**src/hdl/crank_angle_decoder_24x_defines.svh**
```systemverilog
// ----------------------------------------------------------------------------
// Crank angle decoder assertion macros
// Shared property forms for the decoder's concurrent checks.
// ----------------------------------------------------------------------------
`ifndef CRANK_ANGLE_DECODER_24X_DEFINES_SVH
`define CRANK_ANGLE_DECODER_24X_DEFINES_SVH

// same-cycle implication, disabled during reset
`define CAD_ASSERT_SAME(label, ante, cons) \
  label: assert property (@(posedge clk) disable iff (rst) (ante) |-> (cons)) \
    else $error("decoder check failed (same cycle)");

// next-cycle implication, disabled during reset
`define CAD_ASSERT_NEXT(label, ante, cons) \
  label: assert property (@(posedge clk) disable iff (rst) (ante) |=> (cons)) \
    else $error("decoder check failed (next cycle)");

`endif

```
**src/hdl/cad_pkg.sv**
```systemverilog
// ----------------------------------------------------------------------------
// cad_pkg
// Types, constants and the base angle table of the crank angle decoder.
// ----------------------------------------------------------------------------
package cad_pkg;

  localparam int WIN_N  = 12;   // ring entries in the match window: the matched edge and those before it
  localparam int DIV_DW = 54;   // divider dividend / quotient width
  localparam int POS_W  = 53;   // unwrapped position width

  localparam logic [24:0] FULL_TURN_Q16 = 25'd23592960;  // 360 in Q9.16
  localparam logic [31:0] HALF_RANGE    = 32'h80000000;

  localparam logic [1:0] DIV_POS  = 2'd0;
  localparam logic [1:0] DIV_WRAP = 2'd1;
  localparam logic [1:0] DIV_RATE = 2'd2;

  localparam logic [2:0] REG_TPS_IDX = 3'd0;
  localparam logic [31:0] TPS_RESET  = 32'd1000000;

  typedef struct packed {
    logic       ok;
    logic [8:0] angle;
    logic [3:0] pulse;
  } angle_t;

  typedef struct packed {
    logic       wr_edge;
    logic       load_q;
    logic       rd_prev;
    logic       walk_back;
    logic       rd_fetch;
    logic [3:0] fetch_idx;
    logic       st_win;
    logic [3:0] win_idx;
    logic       calc_d;
    logic       pulse_step;
    logic [2:0] pulse_k;
    logic       lookup;
    logic       div_start;
    logic       wrap_start;
    logic       div_take;
    logic [1:0] div_sel;
    logic       load_out;
  } cmd_t;

  typedef struct packed {
    logic newest_valid;
    logic walk_more;
    logic prev_bad;
    logic v8_bad;
    logic stall_bad;
    logic sim_bad;
    logic angle_bad;
    logic period_zero;
    logic need_wrap;
    logic div_done;
    logic wrap_done;
  } sts_t;

  // pattern bit 4 = newest pulse long, bit 0 = oldest
  function automatic angle_t base_angle(input logic [4:0] pat, input logic lvl);
    logic [8:0] a0;
    logic [8:0] a1;
    logic       ok;
    angle_t     r;
    ok = 1'b1;
    case (pat)
      5'd0:  begin a0 = 9'd15;  a1 = 9'd18;  end
      5'd1:  begin a0 = 9'd0;   a1 = 9'd12;  end
      5'd2:  begin a0 = 9'd345; a1 = 9'd357; end
      5'd3:  begin a0 = 9'd255; a1 = 9'd258; end
      5'd5:  begin a0 = 9'd330; a1 = 9'd342; end
      5'd6:  begin a0 = 9'd240; a1 = 9'd252; end
      5'd7:  begin a0 = 9'd180; a1 = 9'd183; end
      5'd8:  begin a0 = 9'd285; a1 = 9'd288; end
      5'd10: begin a0 = 9'd315; a1 = 9'd327; end
      5'd12: begin a0 = 9'd225; a1 = 9'd237; end
      5'd14: begin a0 = 9'd165; a1 = 9'd177; end
      5'd15: begin a0 = 9'd105; a1 = 9'd108; end
      5'd16: begin a0 = 9'd30;  a1 = 9'd33;  end
      5'd17: begin a0 = 9'd270; a1 = 9'd282; end
      5'd19: begin a0 = 9'd195; a1 = 9'd198; end
      5'd20: begin a0 = 9'd300; a1 = 9'd312; end
      5'd23: begin a0 = 9'd120; a1 = 9'd123; end
      5'd24: begin a0 = 9'd45;  a1 = 9'd48;  end
      5'd25: begin a0 = 9'd210; a1 = 9'd222; end
      5'd27: begin a0 = 9'd135; a1 = 9'd138; end
      5'd28: begin a0 = 9'd60;  a1 = 9'd63;  end
      5'd29: begin a0 = 9'd150; a1 = 9'd162; end
      5'd30: begin a0 = 9'd75;  a1 = 9'd78;  end
      5'd31: begin a0 = 9'd90;  a1 = 9'd102; end
      default: begin
        ok = 1'b0;
        a0 = '0;
        a1 = '0;
      end
    endcase
    r.ok    = ok;
    r.angle = lvl ? a1 : a0;
    // high-level angles sit 3 or 12 past their low-level mate: that is the pulse
    r.pulse = lvl ? 4'(a1 - a0) : (pat[4] ? 4'd12 : 4'd3);
    return r;
  endfunction

endpackage

```
**src/hdl/cad_ram.sv**
```systemverilog
// ----------------------------------------------------------------------------
// cad_ram
// Generic single-write, single-read RAM with registered read data.
// ----------------------------------------------------------------------------
module cad_ram #(
  parameter int WIDTH = 33,
  parameter int DEPTH = 16
) (
  input  logic                     clk,
  input  logic                     we,
  input  logic [$clog2(DEPTH)-1:0] waddr,
  input  logic [WIDTH-1:0]         wdata,
  input  logic [$clog2(DEPTH)-1:0] raddr,
  output logic [WIDTH-1:0]         rdata
);

  logic [WIDTH-1:0] mem [DEPTH];

  always_ff @(posedge clk) begin
    if (we) begin
      mem[waddr] <= wdata;
    end
    rdata <= mem[raddr];
  end

endmodule

```
**src/hdl/cad_div.sv**
```systemverilog
// ----------------------------------------------------------------------------
// cad_div
// Restoring divider, one quotient bit per cycle.
// ----------------------------------------------------------------------------
module cad_div #(
  parameter int DW = 54,
  parameter int VW = 32
) (
  input  logic          clk,
  input  logic          rst,
  input  logic          start,
  input  logic [DW-1:0] dividend,
  input  logic [VW-1:0] divisor,
  output logic          done,
  output logic [DW-1:0] quot
);

  localparam int CW = $clog2(DW + 1);

  logic          busy;
  logic [CW-1:0] cnt;
  logic [VW-1:0] dv;
  logic [VW-1:0] rem;
  logic [VW:0]   trial;
  logic          fits;

  assign trial = {rem, quot[DW-1]};
  assign fits  = trial >= {1'b0, dv};

  always_ff @(posedge clk) begin
    if (rst) begin
      busy <= 1'b0;
      done <= 1'b0;
      cnt  <= '0;
    end else begin
      done <= 1'b0;
      if (start) begin
        busy <= 1'b1;
        cnt  <= CW'(DW);
      end else if (busy) begin
        cnt <= cnt - 1'b1;
        if (cnt == CW'(1)) begin
          busy <= 1'b0;
          done <= 1'b1;
        end
      end
    end
  end

  always_ff @(posedge clk) begin
    if (start) begin
      quot <= dividend;
      rem  <= '0;
      dv   <= divisor;
    end else if (busy) begin
      quot <= {quot[DW-2:0], fits};
      rem  <= fits ? VW'(trial - {1'b0, dv}) : trial[VW-1:0];
    end
  end

endmodule

```
**src/hdl/cad_dp.sv**
```systemverilog
// ----------------------------------------------------------------------------
// cad_dp
// Decoder datapath: edge ring, match window, pulse classification,
// interpolation and rate arithmetic, result registers.
// ----------------------------------------------------------------------------
module cad_dp import cad_pkg::*; #(
  parameter int RING_DEPTH = 16
) (
  input  logic        clk,
  input  logic        rst,
  input  logic [31:0] edge_tick,
  input  logic        edge_level,
  input  logic [31:0] query_tick,
  input  logic [31:0] now_tick,
  input  logic [31:0] tps,
  input  cmd_t        cmd,
  output sts_t        sts,
  output logic        synced,
  output logic [24:0] position,
  output logic [31:0] angular_rate,
  output logic [31:0] calculated_tick
);

  localparam int IW = $clog2(RING_DEPTH);
  localparam logic [IW:0] DEPTH_EXT = (IW + 1)'(RING_DEPTH);

  function automatic logic [IW-1:0] back_idx(input logic [IW-1:0] i, input logic [3:0] n);
    logic [IW:0] s;
    if ({1'b0, i} >= (IW + 1)'(n)) begin
      s = {1'b0, i} - (IW + 1)'(n);
    end else begin
      s = {1'b0, i} + DEPTH_EXT - (IW + 1)'(n);
    end
    return s[IW-1:0];
  endfunction

  function automatic logic [12:0] csub(input logic [12:0] x, input logic [12:0] c);
    return (x >= c) ? x - c : x;
  endfunction

  logic [IW-1:0]         newest;
  logic [IW-1:0]         next_slot;
  logic [RING_DEPTH-1:0] vld;
  logic [IW-1:0]         last;
  logic [IW-1:0]         start;
  logic [IW-1:0]         prev_idx;
  logic [IW-1:0]         raddr;
  logic [32:0]           rdata;
  logic                  rd_vld;
  logic [31:0]           rtick;
  logic                  rlvl;

  logic [31:0] q;
  logic [31:0] now;
  logic [31:0] w_tick [WIN_N];
  logic        w_lvl  [WIN_N];
  logic [31:0] d1;
  logic [31:0] d2;
  logic [31:0] d3;
  logic [4:0]  pat;
  logic [8:0]  angle_r;
  logic [3:0]  pulse_r;
  logic        ang_ok;
  logic [31:0] period_r;
  logic [31:0] elapsed_r;
  logic [POS_W-1:0] pos_r;
  logic [31:0] rate_r;
  logic        ok_r;

  logic [3:0]  pb;
  logic [3:0]  pf;
  logic [31:0] p_high;
  logic [31:0] p_period;
  logic        p_long;
  logic [3:0]  doff;
  angle_t      ang;

  logic [35:0]       mul_pos;
  logic [35:0]       mul_rate;
  logic [DIV_DW-1:0] div_dividend;
  logic [31:0]       div_divisor;
  logic              div_done;
  logic [DIV_DW-1:0] div_quot;

  logic [POS_W-1:0] wv;
  logic [18:0]      wr_lo;
  logic [13:0]      wr_s1;
  logic [12:0]      wr_s2;
  logic [12:0]      wr_s3;
  logic [5:0]       wr_m;
  logic [3:0]       wr_vld;

  // ---------------- ring ----------------
  assign next_slot = (newest == IW'(RING_DEPTH - 1)) ? '0 : newest + 1'b1;
  assign prev_idx  = back_idx(last, 4'd1);

  always_comb begin
    if (cmd.rd_fetch) begin
      raddr = back_idx(last, cmd.fetch_idx);
    end else if (cmd.rd_prev) begin
      raddr = prev_idx;
    end else begin
      raddr = last;
    end
  end

  cad_ram #(.WIDTH(33), .DEPTH(RING_DEPTH)) u_ring (
    .clk   (clk),
    .we    (cmd.wr_edge),
    .waddr (next_slot),
    .wdata ({edge_level, edge_tick}),
    .raddr (raddr),
    .rdata (rdata)
  );

  // entries never written read as zero
  assign rtick = rd_vld ? rdata[31:0] : '0;
  assign rlvl  = rd_vld & rdata[32];

  always_ff @(posedge clk) begin
    if (rst) begin
      newest <= IW'(RING_DEPTH - 1);
      vld    <= '0;
    end else if (cmd.wr_edge) begin
      newest          <= next_slot;
      vld[next_slot]  <= 1'b1;
    end
  end

  // ---------------- pulse classification mux ----------------
  assign pb       = {cmd.pulse_k, 1'b0};
  assign pf       = pb + {3'd0, w_lvl[pb]};
  assign p_high   = w_tick[pf] - w_tick[pf + 4'd1];
  assign p_period = w_tick[pf] - w_tick[pf + 4'd2];
  assign p_long   = p_high > {1'b0, p_period[31:1]};

  assign doff = {3'd0, w_lvl[0]};
  assign ang  = base_angle(pat, w_lvl[0]);

  // ---------------- divider operands ----------------
  assign mul_pos  = 36'(elapsed_r) * 36'(pulse_r);
  assign mul_rate = 36'(tps) * 36'(pulse_r);

  always_comb begin
    case (cmd.div_sel)
      DIV_POS: begin
        div_dividend = DIV_DW'({mul_pos, 16'd0});
        div_divisor  = period_r;
      end
      default: begin
        div_dividend = DIV_DW'({mul_rate, 8'd0});
        div_divisor  = period_r;
      end
    endcase
  end

  cad_div #(.DW(DIV_DW), .VW(32)) u_div (
    .clk      (clk),
    .rst      (rst),
    .start    (cmd.div_start),
    .dividend (div_dividend),
    .divisor  (div_divisor),
    .done     (div_done),
    .quot     (div_quot)
  );

  // ---------------- wrap: (pos - 1) mod 45*2^19 ----------------
  // low 19 bits pass; the high part is reduced mod 45 using 2^12 = 1 (mod 45)
  assign wv = pos_r - POS_W'(1);

  always_ff @(posedge clk) begin
    if (rst) begin
      wr_vld <= '0;
    end else begin
      wr_vld <= {wr_vld[2:0], cmd.wrap_start};
    end
  end

  always_ff @(posedge clk) begin
    if (cmd.wrap_start) begin
      wr_lo <= wv[18:0];
      wr_s1 <= 14'(wv[30:19]) + 14'(wv[42:31]) + 14'(wv[52:43]);
    end
    wr_s2 <= 13'(wr_s1[11:0]) + 13'(wr_s1[13:12]);
    // 45 times 64, 32, 16, 8, then 4, 2, 1
    wr_s3 <= csub(csub(csub(csub(wr_s2, 13'd2880), 13'd1440), 13'd720), 13'd360);
    wr_m  <= 6'(csub(csub(csub(wr_s3, 13'd180), 13'd90), 13'd45));
  end

  // ---------------- working registers ----------------
  always_ff @(posedge clk) begin
    rd_vld <= vld[raddr];
    if (cmd.load_q) begin
      q     <= query_tick;
      now   <= now_tick;
      last  <= newest;
      start <= newest;
      ok_r  <= 1'b0;
    end
    if (cmd.walk_back) begin
      last <= prev_idx;
    end
    if (cmd.st_win) begin
      w_tick[cmd.win_idx] <= rtick;
      w_lvl[cmd.win_idx]  <= rlvl;
    end
    if (cmd.calc_d) begin
      d1 <= now - w_tick[doff];
      d2 <= w_tick[0] - w_tick[doff + 4'd2];
      d3 <= w_tick[doff + 4'd2] - w_tick[doff + 4'd4];
    end
    if (cmd.pulse_step) begin
      pat <= {pat[3:0], p_long};
    end
    if (cmd.lookup) begin
      angle_r   <= ang.angle;
      pulse_r   <= ang.pulse;
      ang_ok    <= ang.ok;
      period_r  <= w_tick[0] - w_tick[1];
      elapsed_r <= q - w_tick[0];
    end
    if (cmd.div_take) begin
      case (cmd.div_sel)
        DIV_POS:  pos_r <= POS_W'({angle_r, 16'd0}) + div_quot[POS_W-1:0];
        DIV_WRAP: pos_r <= POS_W'({wr_m, wr_lo}) + POS_W'(1);
        default: begin
          rate_r <= (|div_quot[DIV_DW-1:32]) ? '1 : div_quot[31:0];
          ok_r   <= 1'b1;
        end
      endcase
    end
    if (cmd.load_out) begin
      synced          <= ok_r;
      position        <= ok_r ? pos_r[24:0] : '0;
      angular_rate    <= ok_r ? rate_r : '0;
      calculated_tick <= q;
    end
  end

  // ---------------- status ----------------
  always_comb begin
    sts.newest_valid = vld[last];
    sts.walk_more    = (q - rtick) > HALF_RANGE;
    sts.prev_bad     = !vld[prev_idx] || (prev_idx == start);
    sts.v8_bad       = !vld[back_idx(last, 4'd8)];
    sts.stall_bad    = {1'b0, d1} > {d2, 1'b0};
    sts.sim_bad      = ({d2, 1'b0} < {1'b0, d3}) || ({1'b0, d2} > {d3, 1'b0});
    sts.angle_bad    = !ang_ok;
    sts.period_zero  = period_r == '0;
    sts.need_wrap    = pos_r > POS_W'(FULL_TURN_Q16);
    sts.div_done     = div_done;
    sts.wrap_done    = wr_vld[3];
  end

endmodule

```
**src/hdl/cad_ctrl.sv**
```systemverilog
// ----------------------------------------------------------------------------
// cad_ctrl
// Decoder sequencer: input/output handshakes and the query step order.
// ----------------------------------------------------------------------------
module cad_ctrl import cad_pkg::*; (
  input  logic clk,
  input  logic rst,
  input  logic in_valid,
  input  logic opcode,
  output logic in_stall,
  output logic out_valid,
  input  logic out_stall,
  input  sts_t sts,
  output cmd_t cmd
);

  localparam logic [3:0] S_IDLE  = 4'd0;
  localparam logic [3:0] S_CHK   = 4'd1;
  localparam logic [3:0] S_WCMP  = 4'd2;
  localparam logic [3:0] S_FETCH = 4'd3;
  localparam logic [3:0] S_DIFF  = 4'd4;
  localparam logic [3:0] S_SIM   = 4'd5;
  localparam logic [3:0] S_PULSE = 4'd6;
  localparam logic [3:0] S_ANGLE = 4'd7;
  localparam logic [3:0] S_MUL   = 4'd8;
  localparam logic [3:0] S_DPOS  = 4'd9;
  localparam logic [3:0] S_WRAP  = 4'd10;
  localparam logic [3:0] S_DWRAP = 4'd11;
  localparam logic [3:0] S_RATE  = 4'd12;
  localparam logic [3:0] S_DRATE = 4'd13;
  localparam logic [3:0] S_DONE  = 4'd14;

  logic [3:0] state;
  logic [3:0] state_next;
  logic [3:0] fc;
  logic [3:0] fc_next;
  logic [2:0] pk;
  logic [2:0] pk_next;
  logic       out_valid_next;
  logic       accept;

  assign in_stall = state != S_IDLE;
  assign accept   = in_valid && !in_stall;

  always_comb begin
    cmd            = '0;
    state_next     = state;
    fc_next        = fc;
    pk_next        = pk;
    cmd.wr_edge    = accept && !opcode;
    cmd.load_q     = accept && opcode;
    cmd.fetch_idx  = fc;
    cmd.win_idx    = fc - 4'd1;
    cmd.pulse_k    = pk;
    case (state)
      S_IDLE: begin
        if (cmd.load_q) begin
          state_next = S_CHK;
        end
      end
      S_CHK: begin
        state_next = sts.newest_valid ? S_WCMP : S_DONE;
      end
      S_WCMP: begin
        if (sts.walk_more) begin
          if (sts.prev_bad) begin
            state_next = S_DONE;
          end else begin
            cmd.walk_back = 1'b1;
            cmd.rd_prev   = 1'b1;
          end
        end else if (sts.v8_bad) begin
          state_next = S_DONE;
        end else begin
          fc_next    = '0;
          state_next = S_FETCH;
        end
      end
      S_FETCH: begin
        // reads run one ahead of the window writes
        cmd.rd_fetch = fc < 4'(WIN_N);
        cmd.st_win   = fc != 4'd0;
        fc_next      = fc + 4'd1;
        if (fc == 4'(WIN_N)) begin
          state_next = S_DIFF;
        end
      end
      S_DIFF: begin
        cmd.calc_d = 1'b1;
        state_next = S_SIM;
      end
      S_SIM: begin
        pk_next    = '0;
        state_next = (sts.stall_bad || sts.sim_bad) ? S_DONE : S_PULSE;
      end
      S_PULSE: begin
        cmd.pulse_step = 1'b1;
        pk_next        = pk + 3'd1;
        if (pk == 3'd4) begin
          state_next = S_ANGLE;
        end
      end
      S_ANGLE: begin
        cmd.lookup = 1'b1;
        state_next = S_MUL;
      end
      S_MUL: begin
        if (sts.angle_bad || sts.period_zero) begin
          state_next = S_DONE;
        end else begin
          cmd.div_start = 1'b1;
          cmd.div_sel   = DIV_POS;
          state_next    = S_DPOS;
        end
      end
      S_DPOS: begin
        cmd.div_sel = DIV_POS;
        if (sts.div_done) begin
          cmd.div_take = 1'b1;
          state_next   = S_WRAP;
        end
      end
      S_WRAP: begin
        if (sts.need_wrap) begin
          cmd.wrap_start = 1'b1;
          state_next     = S_DWRAP;
        end else begin
          cmd.div_start = 1'b1;
          cmd.div_sel   = DIV_RATE;
          state_next    = S_DRATE;
        end
      end
      S_DWRAP: begin
        cmd.div_sel = DIV_WRAP;
        if (sts.wrap_done) begin
          cmd.div_take = 1'b1;
          state_next   = S_RATE;
        end
      end
      S_RATE: begin
        cmd.div_start = 1'b1;
        cmd.div_sel   = DIV_RATE;
        state_next    = S_DRATE;
      end
      S_DRATE: begin
        cmd.div_sel = DIV_RATE;
        if (sts.div_done) begin
          cmd.div_take = 1'b1;
          state_next   = S_DONE;
        end
      end
      S_DONE: begin
        if (!out_valid || !out_stall) begin
          cmd.load_out = 1'b1;
          state_next   = S_IDLE;
        end
      end
      default: begin
        state_next = S_IDLE;
      end
    endcase
  end

  always_comb begin
    out_valid_next = out_valid;
    if (out_valid && !out_stall) begin
      out_valid_next = 1'b0;
    end
    if (cmd.load_out) begin
      out_valid_next = 1'b1;
    end
  end

  always_ff @(posedge clk) begin
    if (rst) begin
      state     <= S_IDLE;
      fc        <= '0;
      pk        <= '0;
      out_valid <= 1'b0;
    end else begin
      state     <= state_next;
      fc        <= fc_next;
      pk        <= pk_next;
      out_valid <= out_valid_next;
    end
  end

endmodule

```
**src/hdl/crank_angle_decoder_24x.sv**
```systemverilog
// ----------------------------------------------------------------------------
// crank_angle_decoder_24x
// 24x trigger wheel decoder: edge ring, crank angle and angular rate.
// ----------------------------------------------------------------------------
// An edge transaction (opcode 0) is stored and gives no result; the block
// is ready again the next cycle. A query transaction (opcode 1) gives one
// result; it runs longer when the angle wraps past 360 degrees and the more
// ring entries are walked back to reach the edge at or before the query
// tick. A query that is rejected early (no history, stalled or irregular
// wheel, bad pattern) goes straight to its result. The single
// one-bit-per-cycle divider is shared by interpolation and rate, and the
// ring memory gives one read per cycle. A finished result waits in the
// output register while edges keep coming in.
// ----------------------------------------------------------------------------
`include "crank_angle_decoder_24x_defines.svh"

module crank_angle_decoder_24x import cad_pkg::*; #(
  parameter int RING_DEPTH = 16
) (
  input  logic        clk,
  input  logic        rst,
  input  logic        in_valid,
  output logic        in_stall,
  input  logic        opcode,
  input  logic [31:0] edge_tick,
  input  logic        edge_level,
  input  logic [31:0] query_tick,
  input  logic [31:0] now_tick,
  output logic        out_valid,
  input  logic        out_stall,
  output logic        synced,
  output logic [24:0] position,
  output logic [31:0] angular_rate,
  output logic [31:0] calculated_tick,
  input  logic        psel,
  input  logic        penable,
  input  logic        pwrite,
  input  logic [2:0]  paddr,
  input  logic [31:0] pwdata,
  output logic [31:0] prdata,
  output logic        pready
);

  logic [31:0] tps;
  logic        reg_hit;
  cmd_t        cmd;
  sts_t        sts;

  assign pready  = 1'b1;
  assign reg_hit = {paddr[2], 2'b00} == REG_TPS_IDX;
  assign prdata  = reg_hit ? tps : '0;

  always_ff @(posedge clk) begin
    if (rst) begin
      tps <= TPS_RESET;
    end else if (psel && penable && pwrite && pready && reg_hit) begin
      tps <= pwdata;
    end
  end

  cad_ctrl u_ctrl (
    .clk       (clk),
    .rst       (rst),
    .in_valid  (in_valid),
    .opcode    (opcode),
    .in_stall  (in_stall),
    .out_valid (out_valid),
    .out_stall (out_stall),
    .sts       (sts),
    .cmd       (cmd)
  );

  cad_dp #(.RING_DEPTH(RING_DEPTH)) u_dp (
    .clk             (clk),
    .rst             (rst),
    .edge_tick       (edge_tick),
    .edge_level      (edge_level),
    .query_tick      (query_tick),
    .now_tick        (now_tick),
    .tps             (tps),
    .cmd             (cmd),
    .sts             (sts),
    .synced          (synced),
    .position        (position),
    .angular_rate    (angular_rate),
    .calculated_tick (calculated_tick)
  );

  `CAD_ASSERT_NEXT(a_query_busy, in_valid && !in_stall && opcode, in_stall)
  `CAD_ASSERT_NEXT(a_edge_ready, in_valid && !in_stall && !opcode, !in_stall)
  `CAD_ASSERT_SAME(a_load_free, cmd.load_out, !out_valid || !out_stall)

endmodule
```
**config.mk**
```make
export PLATFORM = sky130hd
export DESIGN_NAME = crank_angle_decoder_24x
export DESIGN_NICKNAME = d
export VERILOG_FILES = /design/src/hdl/cad_pkg.sv /design/src/hdl/cad_ram.sv /design/src/hdl/cad_div.sv /design/src/hdl/cad_dp.sv /design/src/hdl/cad_ctrl.sv /design/src/hdl/crank_angle_decoder_24x.sv
export VERILOG_INCLUDE_DIRS = /design/src /design/src/hdl
export SDC_FILE = /design/constraint.sdc
export NUM_CORES = 2
export LEC_CHECK = 0
export BUFFER_PORTS_ARGS = -buffer_cell sky130_fd_sc_hd__buf_4
export CAP_MARGIN = 20
export CORE_ASPECT_RATIO = 0.75
export CORE_UTILIZATION = 45
export DETAILED_ROUTE_END_ITERATION = 6
export HOLD_SLACK_MARGIN = 0.06
export SYNTH_ARGS = -nofsm -noshare
export SYNTH_HDL_FRONTEND = slang
export SYNTH_HIERARCHICAL = 1
export SYNTH_SLANG_ARGS = --single-unit
export TNS_END_PERCENT = 100
```
**constraint.sdc**
```tcl
create_clock -name clk -period 8.7 [get_ports clk]
set_input_delay 1.305 -clock clk [delete_from_list [all_inputs] [get_ports clk]]
set_output_delay 1.305 -clock clk [all_outputs]
set_load 0.03 [all_outputs]
```
==> results.txt <==
----------------------------------------------------
[Timing]
  Final setup violation count ... 0
  Max Fclk ... 0.118 GHz
  Unrepaired setup endpoints after global routing ... false
  Max-slew headroom ... 26.1%
  Total negative setup slack ... 0 ps
  Minimum hold slack ... 353 ps
  Minimum clock period after layout ... 8480 ps
  Worst-margin pin slew ... 1100 ps
  Final Slew Violations ... 0
  Count of endpoints failing hold in the final timing report ... 0
  Share of the cycle needed by the critical path after routing ... 97.5%
  Fin Clk Skew ... 111 ps

[Route]
  Top routing layer in use ... met5
  Total routed wire length on the met1 layer ... 125000 µm
  Total number of vias ... 67000
  Wire length per cell ... 24.0 µm
  Vias per Instance ... 5.87
  Sum of met2 wire segment lengths after detailed routing ... 116000 µm
  DRC marker count from the first detailed-route iteration ... 6249
  Drt total wl ... 274000 µm
  DRT antenna net count ... 0
  DRC errors left ... 0
  Iteration count of the initial detailed-routing pass ... 6
  Detail Route met3 WL ... 24300 µm

[Clock tree]
  Clock root buffer ... clkbuf_16
  Post-CTS clock slew at the launch and capture registers of the worst setup and hold paths ... 60 ps
  CTS Buffer Depth ... 4
  Clock buffers created by TritonCTS ... 178
  Later-pin clock latency in the skew report ... 880 ps
  CTS tree ... built
  Post CTS Setup Buffer Count ... 0
  Hold bufs inserted after CTS ... 0
  Clock Sink Count ... 1638
  CTS HTree Levels ... 4
  Cts repair resizes ... 0

[Setup path]
  Most used cell, CP ... a21oi_1
  CP required ... 9270 ps
  Critical path startpoint category ... register
  Type of element capturing the critical path ... register
  Bufs and invs on worst path ... 4
  Master of the slowest instance on the critical path ... mux4_2
  Largest stage delay on the critical path ... 660 ps
  Critical Path Source ... u_ctrl/pk[0]
  Delay-heaviest family, CP ... compound AO/OA/AOI/OAI gates
  Setup Crit Path Kind ... reg2reg
  Critical Path Fanout Max ... 35
  Reg-to-reg startpoint ... u_ctrl/pk[0]
  Data arrival time of the critical path ... 9040 ps

[Hold path]
  Hold path startpoint ... u_dp/wr_s2[2]
  Worst hold path class ... reg2reg

[Die]
  Die boundary height ... 404 µm
  Area inside the core boundary ... 214000 µm²
  Site Rows ... 147
  Initial Utilization ... 45.2%
  Number of I/O pins ... 265
  Die W ... 537 µm
  Die outline area ... 217000 µm²

[Power and ir drop]
  Power per Cell Area ... 225 nW/µm²
  IR drop worst, VDD ... 0.000170 V
  Leakage power figure ... 41.3 nW
  Total power of the final layout ... 24.4 mW

[Placement]
  Final HPWL DP ... 195000 µm
  Post-detailed-placement cell area ... 102000 µm²
  IO Port Bufs ... 261
  GPL Wtd Cong ... 0.924

[Global route]
  First-pass GRT wire length ... 407000 µm
  Pin count of the biggest net entering global routing ... 111
  Gr ovfl total ... 0
  Vias in the first global route ... 64400
  Number of antenna violations at the first check in global routing ... 10
  Global routing usage summed across all routing layers ... 25.0%

[Layout]
  Core occupancy in the finished layout ... 50.6%
  Fill cell instance count of the final layout ... 18600
  Commonest cells after routing, fill and taps aside ... edfxtp_1 (1463), nand2_1 (743), nor2_1 (545)
  Final-stage net count ... 9265
  Fin area ... 108000 µm²
  Fraction of final layout cells with drive strength greater than 1 ... 13.4%
  Most frequent standard cell in the layout excluding fill and tap cells ... edfxtp_1
  Layout Area Growth over Synthesis ... 11.9%

[Logic synthesis]
  Count of cell types in the netlist ... 119
  Number of warnings issued by yosys ... 6
  Syn_area_per_cell ... 11.8 µm²
  Sequential element share of the synthesized area ... 49.0%
  Flip-flop and latch count after synthesis ... 1638
  FFs w/ async S/R, synth ... 0%
  Gate count after technology mapping ... 8187
  Netlist area before placement ... 96800 µm²
  Number of synthesized flops with an enable pin ... 1463
  Most common flop cell mapped by yosys ... edfxtp_1

[Run]
  # Max-Cap Violations ... 0

[Run status]
  Result of the run ... complete, no violations

----------------------------------------------------
## path summary, 6_finish.rpt
check / cells past startpoint / end / slack, ps
max: 27 / u_dp/pat[0] / 220
min: 0 / u_dp/wr_s3[2] / 350
min reg2reg: 0 / u_dp/wr_s3[2] / 350
max reg2reg: 27 / u_dp/pat[0] / 220
## power breakdown
| part | internal [mW] | switching (mW) | total (mW) |
|---|---|---|---|
| logic | 2.76 | 3.89 | 6.65 |
| clock network | 4.65 | 3.16 | 7.81 |
| registers | 9.32 | 0.586 | 9.91 |
## final cells by class
cell class,count,area [µm²],area share [%]
sequential,1638,47400,43.8
multi-input combinational,5689,46200,42.6
clock buffer,227,4850,4.48
tap,2831,3540,3.27
timing repair buffer,396,3120,2.88
inverter,545,2060,1.90
clock inverter,86,1120,1.03
antenna,3,7.51,0.00693
## layer usage
layer  global-route usage (%)  up-vias
met5                        0        -
met4                     6.81       12
met3                     5.60      316
met2                     36.5     2435
met1                     37.0    33500
li1                         -    30700
## sequential cells by signal, summed over array words and instances (netlist names), 33 cells and up
name and count:
u_dp/u_ring/rdata 33, u_dp/w_tick 384, u_dp/u_div/quot 54, u_dp/u_ring/mem 528, u_dp/pos_r 53
## stage by stage
stage          instances  worst slack (ps)
6_report           11400               221
5_1_grt            11400              33.0
3_3_place_gp       11100               388
3_5_place_dp       11100               389
4_1_cts            11400               342
2_1_floorplan       8196               178
## kinds of logic after synthesis
group           Yosys count  synth area share, %
fa+ha+maj               679                 9.89
compound gates         1503                 10.1
other cells               2              0.00776
xor+xnor                441                 4.00
buf+inv                 869                 3.68
flops                  1638                 49.0
mux                     749                 11.9
simple gates           2306                 11.4
## cells in the mapped netlist (19+ instances only)
cell type  count  area share, %
a31oi_1       84           0.54
mux4_1        19           0.52
clkbuf_1     217           0.84
inv_1        543            2.1
nand2b_1     178            1.2
nand2_1      743            2.9
a311oi_1      20           0.18
xnor2_1      263            2.4
nor2b_1      139           0.90
xor2_1       177            1.6
a21oi_1      464            2.4
edfxtp_1    1463             45
dfxtp_1      175            3.6
a22oi_1       76           0.59
nor4_1        47           0.30
buf_1         58           0.22
o31ai_1       28           0.22
nor3_1       128           0.66
or3_1         40           0.26
nand3_1       91           0.47
mux2_2        62           0.72
nor2_1       570            2.2
fa_1         144            3.0
a211oi_1      35           0.27
and2_1       155            1.0
buf_2         20           0.10
o21a_1        68           0.53
o21ai_0      272            1.4
o211ai_1      32           0.25
a21o_1       143            1.1
nand4_1       61           0.39
mux4_2       286            6.7
mux2i_1      380            3.9
a21boi_0      29           0.22
o21bai_1      43           0.33
ha_1         533            6.9
and3_1        41           0.27
(Power assumes the default switching activity.)
